File: src/rtl/mdtt_pkg.sv
// Package for the deadline timer table: request and response structs,
// operation and result codes, the cell control struct and the sequencer states.
`timescale 1ns / 1ps
package mdtt_pkg;
   localparam int NUM_SLOTS_DEF = 16;
   localparam int TIME_W = 48;
   localparam int PER_W = 32;
   localparam int MAX_FIRES = 16;
   localparam logic [9:0] MS_PER_SECOND = 10'd1000;
   localparam logic [7:0] CAUSE_REARM = 8'd0;
   localparam logic [7:0] CAUSE_TIME_SYNC = 8'd1;

   typedef enum logic [2:0] {
      MODE_REGISTER = 3'd0, MODE_CANCEL = 3'd1, MODE_RESCHED = 3'd2,
      MODE_SET_PERIOD = 3'd3, MODE_TICK = 3'd4, MODE_RESCHED_ALL = 3'd5
   } mode_type;

   typedef enum logic [2:0] {
      KIND_REGISTERED = 3'd0, KIND_FIRED = 3'd1, KIND_OK = 3'd2,
      KIND_ERROR = 3'd3, KIND_TICK_DONE = 3'd4
   } kind_type;

   typedef enum logic [1:0] {
      ST_IDLE, ST_SCAN, ST_DONE
   } state_type;

   typedef struct packed {
      logic [2:0]  mode;
      logic [47:0] now_ms;
      logic [3:0]  slot;
      logic [31:0] period_ms;
      logic        fire_at_once;
      logic        repeat_req;
      logic [15:0] delay_seconds;
      logic [7:0]  cause;
   } req_type;

   typedef struct packed {
      logic [2:0] kind;
      logic [3:0] handle;
      logic [7:0] why;
      logic       last;
   } rsp_type;

   // Broadcast combinationally from the sequencer to every cell.
   typedef struct packed {
      logic        do_register;
      logic        do_cancel;
      logic        do_resched;
      logic        do_set_period;
      logic        do_resched_all;
      logic        do_catch_up;
      logic [47:0] now_ms;
      logic [47:0] new_deadline;
      logic [31:0] period_ms;
      logic        repeat_req;
      logic        fire_at_once;
      logic [7:0]  cause;
   } cell_cmd_type;
endpackage

File: src/rtl/mdtt_seq.sv
// Sequencer: takes requests, drives the cell commands, walks the scan token
// and forms the responses. Uses mdtt_pkg.
`timescale 1ns / 1ps
module mdtt_seq import mdtt_pkg::*; #(
   parameter int NUM_SLOTS = NUM_SLOTS_DEF,
   parameter int IDX_W = 4
) (
   input  logic         clock,
   input  logic         reset,
   input  logic         start,
   input  req_type      req,
   output logic         busy,
   output cell_cmd_type cmd,
   output logic [IDX_W-1:0] sel,
   output logic         token,
   output logic         fire_ok,
   input  logic [NUM_SLOTS-1:0] valid_vec,
   input  logic [NUM_SLOTS-1:0] fire_vec,
   input  logic [NUM_SLOTS*8-1:0] why_vec,
   output logic [NUM_SLOTS-1:0] reg_grant,
   output logic         rsp_strobe,
   output rsp_type      rsp
);
   state_type state_ff, state_in;
   req_type req_ff, req_in;
   logic first_done_ff, first_done_in;
   logic [IDX_W:0] pos_ff, pos_in;
   logic [4:0] fires_ff, fires_in;
   logic strobe_ff, strobe_in;
   rsp_type rsp_ff, rsp_in;
   logic [NUM_SLOTS-1:0] free_vec;
   logic in_range;
   logic [IDX_W-1:0] pos_idx;

   assign free_vec = ~valid_vec;
   assign reg_grant = free_vec & (~free_vec + 1'b1);
   assign in_range = 7'(req.slot) < 7'(NUM_SLOTS);
   assign busy = state_ff != ST_IDLE;
   assign rsp_strobe = strobe_ff;
   assign rsp = rsp_ff;
   assign pos_idx = pos_ff[IDX_W-1:0];
   assign sel = IDX_W'(req.slot);

   always_comb begin
      state_in = state_ff;
      req_in = req_ff;
      first_done_in = first_done_ff;
      pos_in = pos_ff;
      fires_in = fires_ff;
      strobe_in = 1'b0;
      rsp_in = '0;
      rsp_in.last = 1'b1;
      cmd = '0;
      cmd.now_ms = req.now_ms;
      cmd.period_ms = req.period_ms;
      cmd.repeat_req = req.repeat_req;
      cmd.fire_at_once = req.fire_at_once;
      cmd.cause = req.cause;
      cmd.new_deadline = req.now_ms
                       + {22'd0, 26'(req.delay_seconds) * 26'(MS_PER_SECOND)};
      token = 1'b0;
      fire_ok = fires_ff < 5'(MAX_FIRES);
      unique case (state_ff)
         ST_IDLE: begin
            if (start) begin
               strobe_in = 1'b1;
               unique case (req.mode)
                  MODE_REGISTER: begin
                     if (|free_vec) begin
                        cmd.do_register = 1'b1;
                        rsp_in.kind = KIND_REGISTERED;
                        for (int i = NUM_SLOTS - 1; i >= 0; i--)
                           if (free_vec[i]) rsp_in.handle = 4'(i);
                     end else rsp_in.kind = KIND_ERROR;
                  end
                  MODE_CANCEL: begin
                     cmd.do_cancel = in_range;
                     rsp_in.kind = in_range ? KIND_OK : KIND_ERROR;
                  end
                  MODE_RESCHED: begin
                     cmd.do_resched = in_range;
                     if (in_range) first_done_in = 1'b1;
                     rsp_in.kind = in_range ? KIND_OK : KIND_ERROR;
                  end
                  MODE_SET_PERIOD: begin
                     cmd.do_set_period = in_range && valid_vec[sel];
                     rsp_in.kind = cmd.do_set_period ? KIND_OK : KIND_ERROR;
                  end
                  MODE_RESCHED_ALL: begin
                     cmd.do_resched_all = 1'b1;
                     rsp_in.kind = KIND_OK;
                  end
                  MODE_TICK: begin
                     // The first tick after reset catches deadlines up, unless a reschedule came before it.
                     strobe_in = 1'b0;
                     cmd.do_catch_up = !first_done_ff;
                     first_done_in = 1'b1;
                     req_in = req;
                     pos_in = '0;
                     fires_in = '0;
                     state_in = ST_SCAN;
                  end
                  default: rsp_in.kind = KIND_ERROR;
               endcase
            end
         end
         ST_SCAN: begin
            // One cell is examined per cycle, the one at pos; token marks the scan as running.
            cmd.now_ms = req_ff.now_ms;
            token = 1'b1;
            if (fire_vec[pos_idx]) begin
               strobe_in = 1'b1;
               rsp_in.kind = KIND_FIRED;
               rsp_in.handle = 4'(pos_idx);
               rsp_in.why = why_vec[pos_idx*8 +: 8];
               rsp_in.last = 1'b0;
               fires_in = fires_ff + 5'd1;
            end
            pos_in = pos_ff + 1'b1;
            if (pos_ff == (IDX_W+1)'(NUM_SLOTS - 1)) state_in = ST_DONE;
         end
         ST_DONE: begin
            strobe_in = 1'b1;
            rsp_in.kind = KIND_TICK_DONE;
            state_in = ST_IDLE;
         end
         default: state_in = ST_IDLE;
      endcase
   end

   always_ff @(posedge clock) begin
      if (reset) begin
         state_ff <= ST_IDLE;
         first_done_ff <= 1'b0;
         strobe_ff <= 1'b0;
      end else begin
         state_ff <= state_in;
         first_done_ff <= first_done_in;
         strobe_ff <= strobe_in;
      end
      req_ff <= req_in;
      pos_ff <= pos_in;
      fires_ff <= fires_in;
      rsp_ff <= rsp_in;
   end
endmodule

File: config.mk
export PLATFORM = sky130hd
export DESIGN_NAME = mdtt_seq
export DESIGN_NICKNAME = d
export VERILOG_FILES = /design/src/rtl/mdtt_pkg.sv /design/src/rtl/mdtt_seq.sv
export SDC_FILE = /design/constraint.sdc
export NUM_CORES = 1
export LEC_CHECK = 0
export BUFFER_PORTS_ARGS = -buffer_cell sky130_fd_sc_hd__clkbuf_2
export CAP_MARGIN = 20
export CORE_AREA = 2 2 181 183
export CTS_BUF_LIST = sky130_fd_sc_hd__clkbuf_4 sky130_fd_sc_hd__clkbuf_8 sky130_fd_sc_hd__clkbuf_16
export CTS_CLUSTER_SIZE = 12
export DETAILED_ROUTE_END_ITERATION = 8
export DIE_AREA = 0 0 183 185
export GPL_TIMING_DRIVEN = 0
export PLACE_DENSITY = 0.65
export SLEW_MARGIN = 20
export SYNTH_ARGS = -nofsm -noshare
export SYNTH_HDL_FRONTEND = slang
export SYNTH_SLANG_ARGS = --single-unit
File: constraint.sdc
create_clock -name clock -period 10.1 [get_ports clock]
set_clock_uncertainty 0.2 [all_clocks]
set_input_delay 0.505 -clock clock [delete_from_list [all_inputs] [get_ports clock]]
set_output_delay 0.505 -clock clock [all_outputs]
set_load 0.01 [all_outputs]
* Word-level counts from Yosys, hierarchy flattened
Index checks and enable logic that the tools add are counted.
Storage, ports and cells: bits in latches 0, logic and storage cells 101, input bits 276, ROM bits 0, output and inout bits 184, memories 0, bits in writable memories 0, flip-flop bits (word level) 78
Operators by class: $add $sub $neg 4, reduce and logical (&&, ||, !) cells 14, shifts and indexed selects 1, order comparisons 3, multiply operators 1, bitwise gates (word level) 3, equal/unequal tests 12, muxes and demuxes 53, divide/modulo/power cells 0
Operator list (count):
- 128-bit by 8-bit variable part select with 8-bit output | 1
- 4-bit two-way mux | 18
- 48-bit by 26-bit adder with 48-bit output | 1
- 48-bit two-way mux | 1
- 16-bit NOT | 2
- 16-bit by 7-bit multiplier with 23-bit output, second input constant | 1
- 5-bit one-hot mux with 2 select lines | 2
- 16-bit by 1-bit adder with 16-bit output, second input constant | 1
- 16-bit AND | 1
- 16-bit OR reduction | 1
- 5-bit two-way mux | 3
- 1-bit two-way mux | 14
- 14-bit two-way mux | 1
- 6-bit two-way mux | 2
- 3-bit one-hot mux with 4 select lines | 1
- 3-bit AND reduction | 4
- 5-bit by 1-bit adder with 5-bit output, second input constant | 2
- 4-bit by 5-bit less-than comparator with 1-bit output, second input constant | 2
- 3-bit one-hot mux with 3 select lines | 1
- 1-bit binary-select mux with 4-bit select | 2
- 2-bit two-way mux | 4
- 4-bit one-hot mux with 2 select lines | 1
- 7-bit two-way mux | 1
- 3-bit by 2-bit == test with 1-bit output, second input constant | 2
- 18 further kinds | 22

* Logic depth before layout (Yosys ltp)
Gate-level depths: netlist of the first run.
depth in word-level cells 21, mapped depth 23, mapped depth without buffers 22

* Worst setup path before layout of the first run
OpenSTA, ideal clock, no wires.
path kind input to output, from in req[13] in the netlist's numbering, to out cmd[78] in the netlist's numbering, required time 9.395 ns, stages on the path 20, path buffers 0, data arrival time 5.841 ns, setup slack 3.554 ns, path through inv_1 fa_1 fa_1 fa_1 fa_1 inv_1 ha_1 a2111oi_0 a211oi_1 a221oi_2 o21ai_0 xor2_1 ha_1 and4_1 nand4_1 o32a_1 a31oi_1 nand2_1 nor2_1 xor2_1
RTL lines:
- start: declaration | RTL line mdtt_seq.sv:11 | input req_type req,
- end: declaration | RTL line mdtt_seq.sv:13 | output cell_cmd_type cmd,

==> results of run 1 <==
==> cells by family (layout without fill, tap and decap cells) <==
logic type,count (synthesis),after routing,synth area share [%]
AND/OR/NAND/NOR,349,349,16.8
multiplexers,50,50,11.9
AO/OA/AOI/OAI,147,147,10.4
XOR/XNOR,63,63,5.90
buffers and inverters,181,615,9.31
adder cells (fa/ha/maj),138,138,22.9
flip-flops,78,78,22.9
other,0,6,0
==> registers in the layout, summed over array words and instances, names as in the netlist <==
register,cells
req_ff,48
rsp,16
fires_ff,5
pos_ff,5
state_ff,2
first_done_ff,1
rsp_strobe,1
==> metal layers <==
metal	vias up	GRT usage (%)	part of all wire [%]
met5	-	0	0.12
met4	6	5.57	2.1
met3	49	6.55	9.9
met2	371	34.6	47
met1	4457	25.9	41
li1	4346	-	-
==> cell type report <==
cell class / instances / area, um2
timing repair buffer: 418 / 2110
tap: 408 / 510
fill: 3301 / 19800
clock inverter: 6 / 62.6
antenna: 6 / 15.0
sequential: 78 / 2140
multi-input combinational: 747 / 6340
buffer: 77 / 480
clock buffer: 10 / 233
inverter: 104 / 390
==> metrics by stage <==
stage / instance area, um2 / utilization, % / hold slack (ns) / std cells / power (mW)
after floorplan: 9360 / - / 0.250 / 1006 / 2.55
after global placement: 12000 / 37.3 / 0.264 / 1831 / 3.59
after detailed placement: 12000 / 37.4 / 0.270 / 1832 / 3.62
after CTS: 12300 / 38.3 / 0.148 / 1848 / 3.98
after global routing: 12300 / 38.3 / 0.159 / 1849 / 4.33
final: 12300 / 38.3 / 0.167 / 1854 / 3.96
==> final timing paths <==
check,start,endpoint,depth (start not counted)
max,req[13],cmd[88],23
min,req[88],req_ff[88],1
max reg2reg,pos_ff[1],fires_ff[3],8
min reg2reg,first_done_ff,first_done_ff,2
==> synth_stat cells (all sizes together), types with 2 or more instances <==
master / count / share of area, %
dfxtp: 20 / 4.3
mux4: 49 / 12
clkbuf: 18 / 0.72
a21o: 15 / 1.2
xnor2: 44 / 4.1
a31oi: 10 / 0.67
a211oi: 8 / 0.64
fa: 55 / 12
nor3b: 5 / 0.40
o21a: 7 / 0.56
o21ai: 24 / 1.3
o31a: 3 / 0.28
xor2: 19 / 1.8
o21bai: 8 / 0.64
nand2b: 8 / 0.53
and4: 6 / 0.56
or2: 2 / 0.13
a21boi: 2 / 0.16
edfxtp: 58 / 19
nand2: 189 / 7.6
nor3: 8 / 0.43
nor2: 49 / 2.0
nor4: 5 / 0.33
a21oi: 44 / 2.4
a2111oi: 4 / 0.44
and2: 5 / 0.33
a221oi: 3 / 0.35
and3: 14 / 0.94
nand3: 28 / 1.5
o211ai: 4 / 0.32
inv: 104 / 4.2
nand4: 14 / 0.94
ha: 83 / 11
a32o: 2 / 0.21
buf: 59 / 4.4
nor2b: 13 / 0.87
==> power by group <==
part,total (mW),switching (mW),internal [mW]
Sequential,0.354,0.00258,0.351
Clock,0.329,0.135,0.194
Combinational,3.28,1.97,1.30
==> worst register-to-register path, stage by stage, from the launching register on <==
cell      delay [ns]
edfxtp_1        0.39
clkbuf_1        0.53
mux4_2          0.45
nand2_1         0.10
nand2_1         0.05
nand3_1         0.13
o31a_1          0.27
clkbuf_1        0.50
nand2_1         0.31
==> Implementation_results.wiki, run 1 <==
{| class="wikitable"
! Metric !! Value
|-
| Outcome || complete, no violations
|-
| Pre-Repair DR Iteration Count || 5
|-
| Minimum period implied by the final worst setup slack || slightly below 8 ns
|-
| Unrepaired setup endpoints after global routing || no
|-
| Critical Path RT || ~9.4 ns
|-
| Total power divided by cell area || 323 nW/um2
|-
| Average cell area after synthesis || 9.30 um2
|-
| Overall die area || ~34,000 um2
|-
| Synthesis Warnings || 0
|-
| Routed len/inst || a little under 20 um
|-
| Post-synthesis cell type count || a little under 60
|-
| CP peak stage delay || between 0.5 and 0.6 ns
|-
| Most used flip-flop cell after synthesis || edfxtp_1
|-
| Total of cells resized after clock tree synthesis || 0
|-
| Clock slew seen by the registers of the worst setup and hold paths || 0.06 ns
|-
| Buffers added on ports || around 420
|-
| Cell family with the largest share of critical-path delay || adder cells
|-
| Layout overhead on the synthesized area || 31.3%
|-
| DP HPWL || around 31 mm
|-
| Pre-CTS worst setup slack || about 2.4 ns
|-
| CTS tree || done
|-
| Initial core utilization || just under 30%
|-
| Final worst path period share || between 70 and 80%
|-
| Master cell of the clock root buffer || clkbuf_16
|-
| Number of H-tree branching levels || 3
|-
| Placeable Area || around 32,000 um2
|-
| Minimum setup slack among reg-to-reg paths || a little under 7 ns
|-
| Vias || ~9,200
|-
| First DRT Iteration DRCs || 536
|-
| Library cell contributing the largest single delay on the critical path || a21oi_1
|-
| Global-route wire length before repair || 52.7 mm
|-
| Max frequency || between 100 and 150 MHz
|-
| Number of enable flip-flop cells after synthesis || just under 60
|-
| DR DRC count || 0
|-
| Synthesized instance count || between 1,000 and 1,500
|-
| Kind of launch point of the worst setup path || input port
|-
| Share of cells above drive strength 1 || 37.8%
|-
| Final worst setup slack || 2.35 ns
|-
| Pin count of the biggest net entering global routing || 32
|-
| Arrival time at the worst endpoint || between 7 and 8 ns
|-
| Die X-Extent || roughly 180 um
|-
| Maximum net fanout on the critical path || 7
|-
| GPL Wtd Cong || slightly below 1
|-
| GRT Overall Usage || 20.7%
|-
| WP buf/inv || 4
|-
| Final Routed Wirelength || ~36 mm
|-
| Setup TNS Final || 0 ns
|-
| Hold violation count in the final report || 0
|-
| Initial antenna violation count || 12
|-
| CTS Buf Count || 9
|-
| Std-Cell Rows || between 60 and 70
|-
| Maximum count of clock buffers along a single path || 2
|-
| Fraction of synthesis flops using an asynchronous set or reset pin || 0%
|-
| I/O Pins || 460
|-
| Final nets || approximately 1,800
|-
| Sinks on the clock net || slightly below 80
|-
| Final max-slew violation count || 0
|-
| Post-synth design cell area || 9360 um2
|-
| Cell chain of the critical path || clkbuf_2 -> inv_1 -> fa_1 -> fa_1 -> fa_1 -> fa_1 -> inv_1 -> ha_1 -> a2111oi_0 -> o21ai_1 -> a221oi_2 -> a31o_1 -> a31oi_1 -> or4_1 -> nand3_1 -> ha_1 -> a21o_1 -> o21bai_1 -> nor2_1 -> a21oi_1 -> nand3_1 -> xnor2_1 -> clkbuf_2
|-
| # hold bufs at CTS || 0
|-
| Remaining global-route overflow || 0
|-
| Reported max-cap violation count || 0
|-
| Clk Latency, worst-skew pair || ~0.34 ns
|-
| Maximum vdd drop || 379 uV
|-
| Transition time of the tightest slew-check pin || 0.830 ns
|-
| Post-CTS setup buffers || 0
|-
| Remaining antenna violation count || 0
|-
| Cell leakage power || roughly 6.1 nW
|-
| Critical path endpoint category || primary output
|-
| Final setup vio count || 0
|-
| Flip-flop and latch count after synthesis || 78
|-
| Critical Path Most Common Cell || fa_1
|-
| Chip height || 185 um
|-
| Class of the most critical hold timing path || input port to register
|-
| Sequential share of the synthesized area || 22.9%
|-
| Vias per cell || between 4 and 5
|-
| Via count of the first global-routing pass || roughly 9,000
|-
| Most used cells in the layout excluding fill and tap cells || 417 x clkbuf_2, 189 x nand2_1, 102 x inv_1
|-
| Most frequent standard cell in the layout excluding fill and tap cells || clkbuf_2
|-
| Post-Syn Nets || between 1,000 and 1,500
|-
| Crit Path Class || input port to primary output
|-
| Worst slew slack as a fraction of its limit || roughly 45%
|}
(Power assumes the default switching activity.)
==> inputs of run 2 (changes only) <==
--- a/config.mk
+++ b/config.mk
@@ -7,13 +7,13 @@
 export LEC_CHECK = 0
 export BUFFER_PORTS_ARGS = -buffer_cell sky130_fd_sc_hd__clkbuf_2
 export CAP_MARGIN = 20
-export CORE_AREA = 2 2 181 183
+export CORE_AREA = 2 2 180 182
 export CTS_BUF_LIST = sky130_fd_sc_hd__clkbuf_4 sky130_fd_sc_hd__clkbuf_8 sky130_fd_sc_hd__clkbuf_16
 export CTS_CLUSTER_SIZE = 12
 export DETAILED_ROUTE_END_ITERATION = 8
-export DIE_AREA = 0 0 183 185
+export DIE_AREA = 0 0 182 184
 export GPL_TIMING_DRIVEN = 0
-export PLACE_DENSITY = 0.65
+export PLACE_DENSITY = 0.68
 export SLEW_MARGIN = 20
 export SYNTH_ARGS = -nofsm -noshare
 export SYNTH_HDL_FRONTEND = slang
==> constraint.sdc (replaced) <==
create_clock -name clock -period 6.2 [get_ports clock]
set_clock_uncertainty 0.2 [all_clocks]
set_input_delay 0.31 -clock clock [delete_from_list [all_inputs] [get_ports clock]]
set_output_delay 0.31 -clock clock [all_outputs]
set_load 0.01 [all_outputs]
==> Implementation_results.wiki, run 2 (synthesis gave the netlist of run 1 again) <==
{| class="wikitable"
! Metric !! Value
|-
| Final setup vio count || 21 (+21)
|-
| Register share of total power || 6.7% (-2.2 points)
|-
| Pre-Repair DR Iteration Count || 5 (unchanged)
|-
| Final worst path period share || 104%
|-
| Die X-Extent || 182 um (-0.55%)
|-
| Total power divided by cell area || 634 nW/um2 (+96%)
|-
| Flip-flop count of the largest register, all copies and words added || 48 (unchanged)
|-
| Clock share of power || 6.0% (-2.3 points)
|-
| Share of cells above drive strength 1 || 46.5% (+8.7 points)
|-
| Routed len/inst || 19.8 um (+2.2%)
|-
| Outcome || finished with violations
|-
| Remaining global-route overflow || 0 (unchanged)
|-
| Worst-case hold path end point || req_ff[72]
|-
| Worst slew slack as a fraction of its limit || 40.6% (-4.1 points)
|-
| Cell depth of the worst hold path || 1 (unchanged)
|-
| Crit Reg-Reg Startpoint || pos_ff[1]
|-
| Reported max-cap violation count || 0 (unchanged)
|-
| Sinks on the clock net || 78 (unchanged)
|-
| Minimum period implied by the final worst setup slack || around 6.4 ns
|-
| CP peak stage delay || 0.56 ns (about the same)
|-
| Max frequency || ~160 MHz
|-
| CTS Buf Count || 9 (unchanged)
|-
| Crit Path Class || input port to primary output
|-
| Buffers added on ports || 417 (unchanged)
|-
| Chip height || 184 um (-0.54%)
|-
| Crit Reg-Reg Endpoint || rsp[2]
|-
| Final std cells w/o fill || 1,913 (+3.2%)
|-
| Critical path endpoint category || primary output
|-
| Hold violation count in the final report || 0 (unchanged)
|-
| Worst min-delay path startpoint || req[72]
|-
| Cell leakage power || 6.53 nW (+6.9%)
|-
| DR DRC count || 0 (unchanged)
|-
| I/O Pins || 460 (unchanged)
|-
| Overall die area || 33,500 um2 (-1.1%)
|-
| Critical Path Start || req[13]
|-
| Final Hold Slack || 0.0251 ns (-0.142 ns)
|-
| GRT Overall Usage || 21.7% (+0.95 points)
|-
| Net switching power of the design || 4.41 mW (+110%)
|-
| Arrival time at the worst endpoint || 5.91 ns (-1.14 ns)
|-
| Total area of multi-input combinational cells || 7080 um2 (+12%)
|-
| Number of H-tree branching levels || 3 (unchanged)
|-
| Via count of the first global-routing pass || 9,524 (+5.2%)
|-
| Initial core utilization || 29.8% (+0.60 points)
|-
| Violations in the final reports || setup timing
|-
| Clock slew seen by the registers of the worst setup and hold paths || 0.06 ns (about the same)
|-
| Maximum count of clock buffers along a single path || 2 (unchanged)
|-
| Maximum vdd drop || 625 uV (+65%)
|-
| Remaining antenna violation count || 0 (unchanged)
|-
| Register Area || 2140 um2 (unchanged)
|-
| Vias || 9,703 (+5.1%)
|-
| Placeable Area || 31,400 um2 (-2.0%)
|-
| Class of the most critical hold timing path || input port to register
|-
| CTS tree || done
|-
| Layout filler cell count || 3,021 (-8.5%)
|-
| Maximum net fanout on the critical path || 5 (-2)
|-
| Transition time of the tightest slew-check pin || 0.891 ns (+0.0611 ns)
|-
| Final worst setup slack || -0.221 ns (-2.57 ns)
|-
| Layout overhead on the synthesized area || 45.8%
|-
| Vias per cell || 5.07 (+1.9%)
|-
| Most frequent standard cell in the layout excluding fill and tap cells || clkbuf_2
|-
| Power share of the combinational group || 87.3% (+4.5 points)
|-
| Clk Latency, worst-skew pair || 0.34 ns (about the same)
|-
| Most used cells in the layout excluding fill and tap cells || 386 x clkbuf_2, 183 x nand2_1, 94 x buf_4
|-
| Master cell of the clock root buffer || clkbuf_16
|-
| Final nets || 1,916 (+3.6%)
|-
| Unrepaired setup endpoints after global routing || yes
|-
| Critical Path Most Common Cell || fa_1
|-
| Initial antenna violation count || 11 (-1)
|-
| Final max-slew violation count || 0 (unchanged)
|-
| Critical Path RT || 5.69 ns (-3.71 ns)
|-
| Cell-internal power || 4.24 mW (+130%)
|-
| Library cell contributing the largest single delay on the critical path || fa_1
|-
| Worst-case reg-to-reg path depth || 5 (-3)
|-
| Final Routed Wirelength || 37.9 mm (+5.5%)
|-
| DP HPWL || 31.2 mm (-0.88%)
|-
| Placed Cells incl. Taps || 1,825 (-0.38%)
|-
| Kind of launch point of the worst setup path || input port
|-
| Std-Cell Rows || 65 (-1.5%)
|-
| GPL Wtd Cong || 0.998 (+3.6%)
|-
| Minimum setup slack among reg-to-reg paths || 2.93 ns (-3.92 ns)
|-
| Pin count of the biggest net entering global routing || 50 (+56%)
|-
| Global-route wire length before repair || 55.1 mm (+4.6%)
|-
| Share of total power consumed by net switching || 51.0% (-2.3 points)
|-
| First DRT Iteration DRCs || 577 (+7.6%)
|-
| Top register by number of flip-flops || req_ff
|}
## run 2: cell types whose count changed in the layout (fill, tap and decap cells not counted), moves of 13 or more
cell / before / now
buf_2: 6 / 28
buf_4: 49 / 94
clkbuf_2: 417 / 386
dlygate4sd3_1: 0 / 19
ha_1: 83 / 67
inv_1: 102 / 89
## run 2: how the worst max path moves through the flow
| stage | end | slack [ns] | depth (start not counted) |
|---|---|---|---|
| 5_1_grt | cmd[81] | -0.46 | 25 |
| 3_3_place_gp | cmd[88] | -1.05 | 23 |
| 4_1_cts | cmd[78] | -0.19 | 23 |
| 6_report | cmd[81] | -0.22 | 25 |
| 3_5_place_dp | cmd[88] | -1.07 | 23 |
| 2_1_floorplan | cmd[78] | 0.04 | 20 |
## run 2: through the flow
stage / total power [mW] / TNS, ns / cell area, um2 / util [%] / setup WS, ns
CTS: 7.85 / -2.39 / 13200 / 42.2 / -0.185
global route: 9.24 / -8.47 / 13600 / 43.4 / -0.458
global placement: 5.89 / -21.70 / 11900 / 38.1 / -1.05
finish: 8.64 / -2.04 / 13600 / 43.5 / -0.221
detailed placement: 5.93 / -22.13 / 11900 / 38.1 / -1.07
floorplan: 4.15 / 0 / 9360 / - / 0.0441
## run 2: cell type report
class,instances,share of cell area [%]
Sequential cell,78,15.7
Clock buffer,9,1.65
Antenna cell,4,0.0734
Buffer,76,3.49
Multi-Input combinational cell,747,51.9
Tap cell,402,3.69
Clock inverter,7,0.422
Inverter,104,3.08
Timing Repair Buffer,486,20.0
## run 2: worst max-delay path, delay by kind of cell
| kind | cells | cell delay, ns |
|---|---|---|
| AOI/OAI and AO/OA | 10 | 1.40 |
| xor gates and xnor gates | 2 | 0.36 |
| adders and majority gates | 6 | 2.63 |
| buffers and inverters | 6 | 0.66 |
| and+or+nand+nor | 1 | 0.52 |
## run 2: power groups by stage
stage | registers [mW] | logic, mW | clock network, mW
2_1_floorplan | 0.589 | 3.56 | 0
3_3_place_gp | 0.588 | 5.30 | 0
3_5_place_dp | 0.588 | 5.34 | 0
4_1_cts | 0.576 | 6.73 | 0.545
5_1_grt | 0.578 | 8.10 | 0.558
6_report | 0.576 | 7.55 | 0.521
## run 2: what timing repair did
action,CTS,global route
buffers inserted,36,15
pin swaps,63,57
gates resized for setup,114,94
endpoints found under the hold margin,20,0
hold buffers,19,0
endpoints found under the setup margin,30,32
gates cloned,1,0
## run 2: per-layer routing
metal,global-route usage (%),routed length (um)
met3,6.14,3240
met2,37.4,18500
met4,6.71,1050
met1,26.2,15100
met5,0,66
